File: config.mk
export PLATFORM = sky130hd
export DESIGN_NAME = line_position_estimator_top
export DESIGN_NICKNAME = d
export VERILOG_FILES = /design/src/rtl/lpe_pkg.sv /design/src/rtl/line_position_estimator_top.sv
export SDC_FILE = /design/constraint.sdc
export NUM_CORES = 2
export LEC_CHECK = 0
export BUFFER_PORTS_ARGS = -buffer_cell sky130_fd_sc_hd__buf_4
export CORE_ASPECT_RATIO = 0.6
export CORE_UTILIZATION = 65
export DETAILED_ROUTE_END_ITERATION = 12
export PLACE_DENSITY = 0.92
export SLEW_MARGIN = 20
export SYNTH_ARGS = -nofsm -noshare
export SYNTH_HDL_FRONTEND = slang
export SYNTH_SLANG_ARGS = --single-unit
File: constraint.sdc
create_clock -name clk -period 15 [get_ports clk]
set_clock_uncertainty 0.1 [all_clocks]
set_input_delay 0 -clock clk [delete_from_list [all_inputs] [get_ports clk]]
set_output_delay 0 -clock clk [all_outputs]
set_load 0.05 [all_outputs]
File: src/rtl/lpe_pkg.sv
// Package for the line position estimator: transaction structs, field widths,
// opcodes, register indexes and register reset values.
// No dependencies.
package lpe_pkg;

  localparam int OPCODE_BITS    = 2;
  localparam int INDEX_BITS     = 3;
  localparam int RAW_BITS       = 12;
  localparam int LEVEL_BITS     = 16;
  localparam int ACTIVE_BITS    = 4;
  localparam int POS_BITS       = 19;
  localparam int WSUM_BITS      = 40;
  localparam int PSUM_BITS      = 20;
  localparam int CFG_INDEX_BITS = 3;
  localparam int CFG_DATA_BITS  = 16;
  localparam int MUL_STEPS      = LEVEL_BITS;

  localparam logic [POS_BITS-1:0] POS_TOP = {POS_BITS{1'b1}};

  localparam logic [OPCODE_BITS-1:0] OP_CALIBRATE = 2'd0;
  localparam logic [OPCODE_BITS-1:0] OP_MEASURE   = 2'd1;
  localparam logic [OPCODE_BITS-1:0] OP_CLEAR     = 2'd2;

  localparam logic KIND_CAL = 1'b0;
  localparam logic KIND_POS = 1'b1;

  localparam logic [CFG_INDEX_BITS-1:0] REG_LINE_LEVEL     = 3'd0;
  localparam logic [CFG_INDEX_BITS-1:0] REG_RUG_LEVEL      = 3'd1;
  localparam logic [CFG_INDEX_BITS-1:0] REG_LINE_TOLERANCE = 3'd2;
  localparam logic [CFG_INDEX_BITS-1:0] REG_WHITE_LINE     = 3'd3;
  localparam logic [CFG_INDEX_BITS-1:0] REG_ACTIVE_SENSORS = 3'd4;

  localparam logic [LEVEL_BITS-1:0]  LINE_LEVEL_RESET     = 16'd1000;
  localparam logic [LEVEL_BITS-1:0]  RUG_LEVEL_RESET      = 16'd0;
  localparam logic [LEVEL_BITS-1:0]  LINE_TOLERANCE_RESET = 16'd300;
  localparam logic                   WHITE_LINE_RESET     = 1'b0;
  localparam logic [ACTIVE_BITS-1:0] ACTIVE_SENSORS_RESET = 4'd8;

  typedef struct packed {
    logic [OPCODE_BITS-1:0] opcode;
    logic [INDEX_BITS-1:0]  sensor_index;
    logic [RAW_BITS-1:0]    sample;
    logic                   last_of_scan;
  } in_item_t;

  typedef struct packed {
    logic                result_kind;
    logic [POS_BITS-1:0] position;
    logic                line_found;
    logic                calibration_error;
  } out_item_t;

endpackage

File: src/rtl/line_position_estimator_top.sv
// Line position estimator: per-sensor min/max calibration, serial map of each
// sample onto rug..line, weighted mean at end of scan. Uses lpe_pkg.
// Measure sample: 16-step multiply, SAMPLE_BITS+16 step divide, clamp, 16-step weight
// multiply, accumulate; zero span goes straight to the weight multiply, inactive is skipped.
// Scan end runs a 40-step divide (at defaults) for the mean, then saturates it.
// Calibrate with last_of_scan adds a table check. Sync reset: config defaults, tables emptied.
module line_position_estimator_top
  import lpe_pkg::*;
#(
  parameter int MAX_SENSORS = 8,
  parameter int SAMPLE_BITS = 12
) (
  input  logic                      clk,
  input  logic                      rst,
  input  logic                      sample_valid,
  output logic                      sample_ready,
  input  in_item_t                  sample_item,
  output logic                      result_valid,
  input  logic                      result_ready,
  output out_item_t                 result_item,
  input  logic                      cfg_write,
  input  logic [CFG_INDEX_BITS-1:0] cfg_index,
  input  logic [CFG_DATA_BITS-1:0]  cfg_data
);

  localparam int SB   = SAMPLE_BITS;
  localparam int IW   = $clog2(MAX_SENSORS);
  localparam int CW   = $clog2(MAX_SENSORS + 1);
  localparam int CMPW = (CW > ACTIVE_BITS) ? CW : ACTIVE_BITS;
  localparam int KW   = LEVEL_BITS + INDEX_BITS;
  localparam int PW   = SB + LEVEL_BITS;
  localparam int MW   = (PW > KW + LEVEL_BITS) ? PW : KW + LEVEL_BITS;
  localparam int DVW  = (PW > WSUM_BITS) ? PW : WSUM_BITS;
  localparam int DENW = (SB > PSUM_BITS) ? SB : PSUM_BITS;
  localparam int VW   = PW + 2;
  localparam int CNTW = $clog2(DVW + 1);
  localparam int FARW = CW + LEVEL_BITS;
  localparam int FCW  = (FARW > POS_BITS + 1) ? FARW : POS_BITS + 1;

  localparam logic [SB-1:0] SAMPLE_MAX = {SB{1'b1}};

  localparam logic [3:0] S_IDLE      = 4'd0;
  localparam logic [3:0] S_DISPATCH  = 4'd1;
  localparam logic [3:0] S_MUL1      = 4'd2;
  localparam logic [3:0] S_DIV1      = 4'd3;
  localparam logic [3:0] S_CLAMP     = 4'd4;
  localparam logic [3:0] S_MUL2      = 4'd5;
  localparam logic [3:0] S_ACCUM     = 4'd6;
  localparam logic [3:0] S_END       = 4'd7;
  localparam logic [3:0] S_DIV2      = 4'd8;
  localparam logic [3:0] S_SAT       = 4'd9;
  localparam logic [3:0] S_CAL_CHECK = 4'd10;
  localparam logic [3:0] S_RESULT    = 4'd11;

  logic [3:0] state;

  // configuration
  logic [LEVEL_BITS-1:0]  line_level;
  logic [LEVEL_BITS-1:0]  rug_level;
  logic [LEVEL_BITS-1:0]  line_tolerance;
  logic                   white_line;
  logic [ACTIVE_BITS-1:0] active_sensors;

  // calibration tables and scan accumulators
  logic [SB-1:0]          max_table [MAX_SENSORS];
  logic [SB-1:0]          min_table [MAX_SENSORS];
  logic [WSUM_BITS-1:0]   weighted_sum;
  logic [PSUM_BITS-1:0]   plain_sum;
  logic                   seen_line;
  logic                   error_seen;
  logic [POS_BITS-1:0]    last_position;

  // latched transaction
  logic [OPCODE_BITS-1:0] op_r;
  logic [INDEX_BITS-1:0]  idx_r;
  logic [SB-1:0]          s_r;
  logic                   last_r;

  // serial datapath
  logic [MW-1:0]          mcand;
  logic [MW-1:0]          acc;
  logic [LEVEL_BITS-1:0]  mplier;
  logic [DVW-1:0]         dq;
  logic [DENW-1:0]        rem;
  logic [DENW-1:0]        den;
  logic [CNTW-1:0]        cnt;
  logic                   q_neg_r;
  logic [LEVEL_BITS-1:0]  o_lo_r;
  logic [LEVEL_BITS-1:0]  x_r;
  out_item_t              pend;

  assign sample_ready = (state == S_IDLE);

  // effective sensor count, clamped to 1..MAX_SENSORS
  logic [CW-1:0] n_eff;
  always_comb begin
    if (active_sensors == '0) begin
      n_eff = CW'(1);
    end else if (CMPW'(active_sensors) > CMPW'(MAX_SENSORS)) begin
      n_eff = CW'(MAX_SENSORS);
    end else begin
      n_eff = CW'(active_sensors);
    end
  end

  logic [IW-1:0] tidx;
  logic          idx_in_table;
  logic          idx_active;
  assign tidx         = IW'(idx_r);
  assign idx_in_table = CMPW'(idx_r) < CMPW'(MAX_SENSORS);
  assign idx_active   = CMPW'(idx_r) < CMPW'(n_eff);

  logic [SB-1:0] tab_lo, tab_hi;
  assign tab_lo = min_table[tidx];
  assign tab_hi = max_table[tidx];

  // signed differences as sign plus magnitude
  logic [SB:0]         diff_w, diff_neg, span_w, span_neg;
  logic [LEVEL_BITS:0] o_w, o_neg;
  logic [SB-1:0]       mag_diff, mag_span;
  logic [LEVEL_BITS-1:0] mag_o;
  assign diff_w   = {1'b0, s_r} - {1'b0, tab_lo};
  assign span_w   = {1'b0, tab_hi} - {1'b0, tab_lo};
  assign o_w      = white_line ? ({1'b0, rug_level} - {1'b0, line_level})
                               : ({1'b0, line_level} - {1'b0, rug_level});
  assign diff_neg = -diff_w;
  assign span_neg = -span_w;
  assign o_neg    = -o_w;
  assign mag_diff = diff_w[SB] ? diff_neg[SB-1:0] : diff_w[SB-1:0];
  assign mag_span = span_w[SB] ? span_neg[SB-1:0] : span_w[SB-1:0];
  assign mag_o    = o_w[LEVEL_BITS] ? o_neg[LEVEL_BITS-1:0] : o_w[LEVEL_BITS-1:0];

  logic [KW-1:0] k_weight;
  assign k_weight = {{LEVEL_BITS{1'b0}}, idx_r} * {{INDEX_BITS{1'b0}}, line_level};

  // shift-add multiplier step
  logic [MW-1:0] acc_next;
  assign acc_next = acc + (mplier[0] ? mcand : '0);

  // restoring divider step
  logic [DENW:0]   rs;
  logic [DENW:0]   rs_sub;
  logic            q_bit;
  logic [DENW-1:0] rem_next;
  logic [DVW-1:0]  dq_next;
  assign rs       = {rem, dq[DVW-1]};
  assign rs_sub   = rs - {1'b0, den};
  assign q_bit    = rs >= {1'b0, den};
  assign rem_next = q_bit ? rs_sub[DENW-1:0] : rs[DENW-1:0];
  assign dq_next  = {dq[DVW-2:0], q_bit};

  // signed mapped value and clamp to rug, then line
  logic [VW-1:0]        qv, v_u;
  logic signed [VW-1:0] cv, rug_v, line_v, t1;
  logic [LEVEL_BITS-1:0] x_clamp;
  always_comb begin
    qv     = VW'(dq[PW-1:0]);
    v_u    = (q_neg_r ? -qv : qv) + VW'(o_lo_r);
    rug_v  = $signed(VW'(rug_level));
    line_v = $signed(VW'(line_level));
    cv     = (state == S_CLAMP) ? $signed(v_u) : rug_v;
    t1     = (cv < rug_v) ? rug_v : cv;
    x_clamp = (t1 > line_v) ? line_level : t1[LEVEL_BITS-1:0];
  end

  // no-line fallback
  logic [FARW-1:0]     far_pos;
  logic [POS_BITS-1:0] far_sat;
  logic                near_start;
  assign far_pos    = FARW'(n_eff - CW'(1)) * FARW'(line_level);
  assign far_sat    = (FCW'(far_pos) > FCW'(POS_TOP)) ? POS_TOP : POS_BITS'(far_pos);
  assign near_start = FCW'({last_position, 1'b0}) < FCW'(far_pos);

  logic [POS_BITS-1:0] mean_sat;
  assign mean_sat = (dq > DVW'(POS_TOP)) ? POS_TOP : dq[POS_BITS-1:0];

  // calibration check over active sensors
  logic cal_bad;
  always_comb begin
    cal_bad = 1'b0;
    for (int i = 0; i < MAX_SENSORS; i++) begin
      if ((CMPW'(i) < CMPW'(n_eff)) && (min_table[i] >= max_table[i])) begin
        cal_bad = 1'b1;
      end
    end
  end

  always_ff @(posedge clk) begin
    if (rst) begin
      state          <= S_IDLE;
      result_valid   <= 1'b0;
      line_level     <= LINE_LEVEL_RESET;
      rug_level      <= RUG_LEVEL_RESET;
      line_tolerance <= LINE_TOLERANCE_RESET;
      white_line     <= WHITE_LINE_RESET;
      active_sensors <= ACTIVE_SENSORS_RESET;
      for (int i = 0; i < MAX_SENSORS; i++) begin
        max_table[i] <= '0;
        min_table[i] <= SAMPLE_MAX;
      end
      weighted_sum  <= '0;
      plain_sum     <= '0;
      seen_line     <= 1'b0;
      error_seen    <= 1'b0;
      last_position <= '0;
    end else begin
      if (cfg_write) begin
        unique case (cfg_index)
          REG_LINE_LEVEL:     line_level     <= cfg_data[LEVEL_BITS-1:0];
          REG_RUG_LEVEL:      rug_level      <= cfg_data[LEVEL_BITS-1:0];
          REG_LINE_TOLERANCE: line_tolerance <= cfg_data[LEVEL_BITS-1:0];
          REG_WHITE_LINE:     white_line     <= cfg_data[0];
          REG_ACTIVE_SENSORS: active_sensors <= cfg_data[ACTIVE_BITS-1:0];
          default: ;
        endcase
      end

      // S_RESULT handles its own handshake
      if (result_valid && result_ready && (state != S_RESULT)) begin
        result_valid <= 1'b0;
      end

      unique case (state)
        S_IDLE: begin
          if (sample_valid) begin
            op_r   <= sample_item.opcode;
            idx_r  <= sample_item.sensor_index;
            s_r    <= SB'(sample_item.sample);
            last_r <= sample_item.last_of_scan;
            state  <= S_DISPATCH;
          end
        end

        S_DISPATCH: begin
          unique case (op_r)
            OP_CALIBRATE: begin
              if (idx_in_table) begin
                if (s_r > tab_hi) max_table[tidx] <= s_r;
                if (s_r < tab_lo) min_table[tidx] <= s_r;
              end
              state <= last_r ? S_CAL_CHECK : S_IDLE;
            end
            OP_MEASURE: begin
              if (!idx_active) begin
                state <= last_r ? S_END : S_IDLE;
              end else if (span_w == '0) begin
                // zero span: value is rug, clamped, straight to the weight multiply
                error_seen <= 1'b1;
                x_r    <= x_clamp;
                mcand  <= MW'(k_weight);
                mplier <= x_clamp;
                acc    <= '0;
                cnt    <= CNTW'(MUL_STEPS);
                state  <= S_MUL2;
              end else begin
                mcand   <= MW'(mag_diff);
                mplier  <= mag_o;
                acc     <= '0;
                cnt     <= CNTW'(MUL_STEPS);
                den     <= DENW'(mag_span);
                q_neg_r <= diff_w[SB] ^ span_w[SB] ^ o_w[LEVEL_BITS];
                o_lo_r  <= white_line ? line_level : rug_level;
                state   <= S_MUL1;
              end
            end
            OP_CLEAR: begin
              for (int i = 0; i < MAX_SENSORS; i++) begin
                max_table[i] <= '0;
                min_table[i] <= SAMPLE_MAX;
              end
              state <= S_IDLE;
            end
            default: state <= S_IDLE;
          endcase
        end

        S_MUL1: begin
          acc    <= acc_next;
          mcand  <= mcand << 1;
          mplier <= mplier >> 1;
          if (cnt == CNTW'(1)) begin
            // product left-aligned so the quotient lands in the low bits
            dq    <= DVW'(acc_next[PW-1:0]) << (DVW - PW);
            rem   <= '0;
            cnt   <= CNTW'(PW);
            state <= S_DIV1;
          end else begin
            cnt <= cnt - CNTW'(1);
          end
        end

        S_DIV1: begin
          dq  <= dq_next;
          rem <= rem_next;
          cnt <= cnt - CNTW'(1);
          if (cnt == CNTW'(1)) state <= S_CLAMP;
        end

        S_CLAMP: begin
          x_r    <= x_clamp;
          mcand  <= MW'(k_weight);
          mplier <= x_clamp;
          acc    <= '0;
          cnt    <= CNTW'(MUL_STEPS);
          state  <= S_MUL2;
        end

        S_MUL2: begin
          acc    <= acc_next;
          mcand  <= mcand << 1;
          mplier <= mplier >> 1;
          cnt    <= cnt - CNTW'(1);
          if (cnt == CNTW'(1)) state <= S_ACCUM;
        end

        S_ACCUM: begin
          weighted_sum <= weighted_sum + WSUM_BITS'(acc);
          plain_sum    <= plain_sum + PSUM_BITS'(x_r);
          if (x_r > line_tolerance) seen_line <= 1'b1;
          state <= last_r ? S_END : S_IDLE;
        end

        S_END: begin
          pend.result_kind       <= KIND_POS;
          pend.line_found        <= seen_line;
          pend.calibration_error <= error_seen;
          weighted_sum <= '0;
          plain_sum    <= '0;
          seen_line    <= 1'b0;
          error_seen   <= 1'b0;
          if (seen_line && (plain_sum != '0)) begin
            dq    <= DVW'(weighted_sum);
            den   <= DENW'(plain_sum);
            rem   <= '0;
            cnt   <= CNTW'(DVW);
            state <= S_DIV2;
          end else if (seen_line || near_start) begin
            pend.position <= '0;
            last_position <= '0;
            state         <= S_RESULT;
          end else begin
            pend.position <= far_sat;
            last_position <= far_sat;
            state         <= S_RESULT;
          end
        end

        S_DIV2: begin
          dq  <= dq_next;
          rem <= rem_next;
          cnt <= cnt - CNTW'(1);
          if (cnt == CNTW'(1)) state <= S_SAT;
        end

        S_SAT: begin
          pend.position <= mean_sat;
          last_position <= mean_sat;
          state         <= S_RESULT;
        end

        S_CAL_CHECK: begin
          pend.result_kind       <= KIND_CAL;
          pend.position          <= '0;
          pend.line_found        <= 1'b0;
          pend.calibration_error <= cal_bad;
          state                  <= S_RESULT;
        end

        S_RESULT: begin
          // hold until the output register is free
          if (!result_valid || result_ready) begin
            result_item  <= pend;
            result_valid <= 1'b1;
            state        <= S_IDLE;
          end
        end

        default: state <= S_IDLE;
      endcase
    end
  end

endmodule
## Word level (Yosys, flattened, before mapping)

Memory sizes are Yosys's and may differ from the RTL's. A register that Yosys moved wholly into a read port is not among the register bits.
Index checks and enable logic that the tools add are counted.

- Bits in registers: 406
- RAM bits: 192
- Bits of input ports: 42
- Output and inout port bits: 24
- Memories kept: 2

Memory list:

| memory | words | bits a word | rd ports | clocked after Yosys merged registers in | wr ports | RTL line | text |
|---|---|---|---|---|---|---|---|
| max_table | 8 | 12 | 9 | 1 | 8 | line_position_estimator_top.sv:65 | `logic [SB-1:0] max_table [MAX_SENSORS];` |
| min_table | 8 | 12 | 9 | 1 | 8 | line_position_estimator_top.sv:66 | `logic [SB-1:0] min_table [MAX_SENSORS];` |

- Add/subtract/negate cells: 15
- Multiply operators: 2
- Magnitude comparators: 27
- Eq/ne operators: 32
- Multiplexer cells: 124
- Bitwise gates (word level): 20
- Reduce and logical (&&, ||, !) cells: 54

Operator list:

| cell | number |
|---|---|
| two-way mux 12 bit | 20 |
| case mux 35 bit (3 select lines) | 2 |
| two-way mux 35 bit | 5 |
| two-way mux 16 bit | 9 |
| two-way mux 20 bit | 7 |
| case mux 40 bit (3 select lines) | 1 |
| >= comparator 12 bit | 8 |
| two-way mux 19 bit | 5 |
| two-way mux 30 bit | 3 |
| two-way mux 40 bit | 2 |
| case mux 20 bit (2 select lines) | 2 |
| case mux 40 bit (2 select lines) | 1 |
| case mux 20 bit (3 select lines) | 1 |
| case mux 19 bit (3 select lines) | 1 |
| case mux 16 bit (3 select lines) | 1 |
| case mux 4 bit (11 select lines) | 1 |
| adder 40 x 35 -> 40 bit | 1 |
| > comparator 40 x 19 -> 1 bit, second input constant | 1 |
| case mux 19 bit (2 select lines) | 1 |
| two-way mux 4 bit | 9 |
| adder 35 bit | 1 |
| subtractor 16 x 16 -> 17 bit | 2 |
| two-way mux 1 bit | 33 |
| case mux 16 bit (2 select lines) | 1 |
| other kinds (66) | 156 |

## Longest topological paths before layout

- Word-level depth: 14
- Gate-level depth with buffers: 47
- Mapped depth without buffers: 42

## Worst setup path after synthesis

No wires, ideal clock.

- Path type: reg-to-reg
- From: register q_neg_r
- To: register mplier[10] (data pin)
- Setup time: 0.261 ns
- Arrival: 7.762 ns
- Setup slack: 6.877 ns
- Cell stages (with the launch flop): 44
- Path buffers: 7
- Clock period less this slack: 8.123 ns
- Cells stage by stage: edfxtp_1 > clkbuf_1 > clkbuf_1 > clkbuf_1 > clkbuf_1 > nand2_1 > xnor2_1 > ha_1 > a21oi_1 > nor4b_1 > o2bb2ai_1 > o21bai_1 > a21o_1 > a21o_1 > a21oi_1 > xnor2_1 > o21ai_0 > ha_1 > [... 8 more ...] > nand2b_1 > clkbuf_1 > o21ai_0 > ha_1 > nor2b_1 > o21a_1 > o21a_1 > o21a_1 > o21a_1 > o21ai_0 > nand2b_1 > a21oi_1 > o311a_1 > o32a_1 > buf_6 > buf_8 > mux2_4 > a221o_1

- Longest elaborated chain between the ends: 11

Ends and longest elaborated chain:

| item | RTL line | text |
|---|---|---|
| start, declared | line_position_estimator_top.sv:87 | `logic q_neg_r;` |
| start signal, assigned | line_position_estimator_top.sv:261 | `q_neg_r <= diff_w[SB] ^ span_w[SB] ^ o_w[LEVEL_BITS];` |
| two-way mux 30 bit * | line_position_estimator_top.sv:158 | `v_u = (q_neg_r ? -qv : qv) + VW'(o_lo_r);` |
| adder 30 x 16 -> 30 bit * | line_position_estimator_top.sv:158 |  |
| two-way mux 30 bit * | line_position_estimator_top.sv:161 | `cv = (state == S_CLAMP) ? $signed(v_u) : rug_v;` |
| less-than comparator 30 x 17 -> 1 bit | line_position_estimator_top.sv:162 | `t1 = (cv < rug_v) ? rug_v : cv;` |
| two-way mux 30 bit * | line_position_estimator_top.sv:162 |  |
| > comparator 30 x 17 -> 1 bit | line_position_estimator_top.sv:163 | `x_clamp = (t1 > line_v) ? line_level : t1[LEVEL_BITS-1:0];` |
| two-way mux 16 bit * | line_position_estimator_top.sv:163 |  |
| named net x_clamp[10] | line_position_estimator_top.sv:155 | `logic [LEVEL_BITS-1:0] x_clamp;` |
| two-way mux 16 bit | line_position_estimator_top.sv:246 | `end else if (span_w == '0) begin` |
| two-way mux 16 bit | line_position_estimator_top.sv:244 | `if (!idx_active) begin` |
| two-way mux 16 bit | line_position_estimator_top.sv:235 | `unique case (op_r)` |
| case mux 16 bit (3 select lines) * | line_position_estimator_top.sv:223 | `unique case (state)` |
| end signal, assigned | line_position_estimator_top.sv:251 | `mplier <= x_clamp;` |
| end signal, assigned | line_position_estimator_top.sv:257 | `mplier <= mag_o;` |
| end signal, assigned | line_position_estimator_top.sv:280 | `mplier <= mplier >> 1;` |
| end, declared | line_position_estimator_top.sv:82 | `logic [LEVEL_BITS-1:0] mplier;` |

Mark *: on every way through the listed nets, which the timed path passes. The rest lies on a longest branch. The select of a mux whose other input is x is not followed.
A chain may end at the register's enable or synchronous reset.

## Final worst setup path

- From: register dq[0]
- To: register mplier[14] (data pin)

- Longest elaborated chain between the ends: 12

Ends and longest elaborated chain:

| item | RTL line | text |
|---|---|---|
| start, declared | line_position_estimator_top.sv:83 | `logic [DVW-1:0] dq;` |
| start signal, assigned | line_position_estimator_top.sv:283 | `dq <= DVW'(acc_next[PW-1:0]) << (DVW - PW);` |
| start signal, assigned | line_position_estimator_top.sv:293 | `dq <= dq_next;` |
| start signal, assigned | line_position_estimator_top.sv:332 | `dq <= DVW'(weighted_sum);` |
| negator 28 -> 30 bit | line_position_estimator_top.sv:158 |  |
| two-way mux 30 bit * | line_position_estimator_top.sv:158 |  |
| adder 30 x 16 -> 30 bit * | line_position_estimator_top.sv:158 |  |
| two-way mux 30 bit * | line_position_estimator_top.sv:161 |  |
| less-than comparator 30 x 17 -> 1 bit | line_position_estimator_top.sv:162 |  |
| two-way mux 30 bit * | line_position_estimator_top.sv:162 |  |
| > comparator 30 x 17 -> 1 bit | line_position_estimator_top.sv:163 |  |
| two-way mux 16 bit * | line_position_estimator_top.sv:163 |  |
| named net x_clamp[14] | line_position_estimator_top.sv:155 |  |
| two-way mux 16 bit | line_position_estimator_top.sv:246 |  |
| two-way mux 16 bit | line_position_estimator_top.sv:244 |  |
| two-way mux 16 bit | line_position_estimator_top.sv:235 |  |
| case mux 16 bit (3 select lines) * | line_position_estimator_top.sv:223 |  |

Marked as above.

==> summary.md <==
| Metric | Value |
|---|---|
| Avg WL per Cell | 27.4 um |
| Pwr Total | 6.03 mW |
| IO Count | 66 |
| Iteration-0 DRC Markers | 6,604 |
| Post-CTS Setup Bufs | 0 |
| Number of max-cap violations | 0 |
| Layout cells sized above 1 | 7.99% |
| CP Capture Type | flip-flop |
| HPWL Detailed | 113 mm |
| Initial antenna violation count | 7 |
| Setup violators final | 0 |
| Clock buffer count from CTS | 56 |
| CTS tree | built |
| PortBufs | 65 |
| Post-Synth Simple-Gate Area | 15.8% |
| Crit Path Category | reg -> reg |
| Drt drc | 0 |
| Final hold vios | 0 |
| GR Overflow Total | 0 |
| Fmax | 0.103 GHz |
| RR Startpoint | dq[0] |
| Num rows | 72 |
| Largest net degree at the start of global routing | 73 |
| Core area | 64,900 sq um |
| Setup ws final | 5320 ps |
| Die span in y | 201 um |
| CTS Root Cell | clkbuf_16 |
| Max clock buf depth | 3 |
| Drt pass-1 iters | 9 |
| CP startpoint | dq[0] |
| DR vias/cell | 6.88 |
| Seq/Total Area, Yosys | 38.8% |
| Outcome | finished clean |
| Clk sinks | 601 |
| Worst path max stage delay | 860 ps |
| FF+latch count, synth | 601 |
| Die area | 67,100 sq um |
| Synth Area per Inst | 9.63 sq um |
| Clock transition at path regs | 70 ps |
| Post-CTS sizing | 0 |
| Slew Viols, Final | 0 |
| CTS H-tree depth | 2 |
| Hold_sp | sample_item[12] |
| Xor/xnor cell area share of the yosys netlist | 4.53% |
| Finished Core Util | 72.6% |
| Initial core utilization | 66.1% |
| Area share of fa/ha/maj cells after synthesis | 15.5% |
| Number of global-route vias before repair | 34.6k |
| Synth Area in Compound Gates | 16.6% |
| Ys flop type | edfxtp_1 |
| Most used cell along the critical path | ha_1 |
| Number of synthesized flops with an enable pin | 459 |
| Area Overhead vs Synth | 9.84% |
| Setup TNS | 0 ps |
| Tmin final | 9680 ps |
| Crit start category | flip-flop |
| Critical Path AT | 9980 ps |
| RSZ-0062 raised after global routing | no |
| Power per cell area | 128 nW/um^2 |
| Slew Limit Headroom | 23.6% |
| Worst skew pair latency | 650 ps |
| Die X-Extent | 334 um |
| Max VDD drop | 0.000112 V |
| CP Max Fanout | 32 |
| Final wirelength | 150 mm |
| Setup WS pre-CTS | 5510 ps |
| Gate count after technology mapping | 4,455 |
| Largest family of logic cells by synthesized area | compound AO/OA/AOI/OAI gates |
| Nets | 5,081 |
| Synth Cell Area | 42,900 sq um |
| Post-synth cell types | 94 |
| Slowest CP cell | o32a_1 |
| ANT nets after route | 0 |
| Period utilization | 64.5% |
| Vias | 37.5k |
| Post-synthesis mux area share | 4.16% |
| CP required | 15,300 ps |
| Global Route Usage Sum | 44.0% |
| Final GP Congestion | 1.10 |
| Yosys warns | 0 |
| Slew of the pin with the lowest slew margin | 1140 ps |
| Pleak | 19.3 nW |
| First-pass GRT wire length | 220 mm |
| Post-synth ARST share | 0% |
| Hold crit path type | in -> reg |
## layout make-up
type                    count  area, sq um
repair buffers            202         1670
well taps                 851         1060
clock buffers              64         1460
clock inverters            40          455
diodes                     11         27.5
inverters                 334         1250
flip-flops and latches    601        16600
fillers                  4524        17800
multi-input cells        3354        24500
## path summary, 6_finish.rpt
path,endpoint,slack [ps],cells past startpoint
worst max-delay path,mplier[14],5320,40
worst max register to register,mplier[14],5320,40
worst min-delay path,s_r[11],20,2
worst min register to register,result_item[1],320,0
## cells in the final DEF, fill, tap and decap left out, drive strengths merged, types with 25 or more instances in the layout
cell and n:
edfxtp 459, nand2 455, ha 423, inv 336
nor2 335, a21oi 275, o21ai 247, and2 177
buf 142, dfxtp 142, a21o 137, xnor2 128
xor2 94, nor3 76, a22oi 67, fa 67
nor2b 66, clkbuf 64, dlygate4sd3 60, nand2b 57
mux2i 50, mux4 48, o21a 43, nand3 43
o22ai 39, nand4 37, a31oi 37, and3 36
conb 32, a211oi 28, nor4 28, o21bai 25
or2 25, clkinv 25
## where the power goes
group          total (mW)  internal [mW]  switching [mW]
clock                1.56          0.859           0.701
combinational        2.30          0.802            1.50
sequential           2.17           2.01           0.153
## state kept, by name, summed over array words and instances, names as in the netlist, 19 cells and up, named ones only
signal	count
mcand	35
weighted_sum	40
plain_sum	20
dq	40
last_position	19
pend	22
max_table	96
rem	20
den	20
acc	35
min_table	96
result_item	22
## through the flow
stage	std cells	hold slack (ps)	area, sq um
after floorplan	4485	-1.13	43000
after global placement	5282	77.9	44500
after detailed placement	5282	79.4	44500
after CTS	5446	5.73	47000
after global routing	5447	35.9	47100
final	5457	21.5	47100
## critical path, delay by kind of cell (launching register included)
family	cells	cell delay (ps)
AOI/OAI and AO/OA	20	4290
and+or+nand+nor	10	1730
adders and majority gates	5	1360
xor gates and xnor gates	2	650
DFF	1	510
muxes	1	420
buffers and inverters	2	380
## timing repair
item | CTS | global route
endpoints found under the setup margin | 0 | 0
hold endpoints to repair | 105 | 0
hold buffers | 60 | 0
## Yosys cell counts, types with 25 or more instances
library cell	count	area, sq um
o21a_1	43	323
a21o_1	137	1030
and2_1	176	1100
dfxtp_1	142	2840
o22ai_1	39	244
clkbuf_1	168	631
a21oi_1	275	1380
nor2b_1	66	413
inv_1	333	1250
xor2_1	94	823
xnor2_1	128	1120
fa_1	67	1340
nand3_1	43	215
ha_1	423	5290
a31oi_1	36	225
nor2_1	334	1250
a22oi_1	67	503
nor3_1	76	380
a211oi_1	28	210
nand2_1	455	1710
edfxtp_1	459	13800
mux4_2	48	1080
o21bai_1	25	188
nand2b_1	57	357
nand4_1	37	231
o21ai_0	245	1230
mux2i_1	50	500
and3_1	36	225
## per-layer routing
metal,GRT usage (%),share of wire [%],vias up
met3,28.0,22,346
met1,63.0,39,17600
li1,-,-,16200
met2,53.4,35,3352
met5,8.51,0.47,-
met4,10.3,2.8,14
## cell families after synthesis
| logic type | Yosys count |
|---|---|
| xor+xnor | 222 |
| buf+inv | 530 |
| mux | 114 |
| flops | 601 |
| other cells | 2 |
| fa+ha+maj | 491 |
| simple gates | 1400 |
| compound gates | 1095 |
Power figures use the tool's default switching activity.
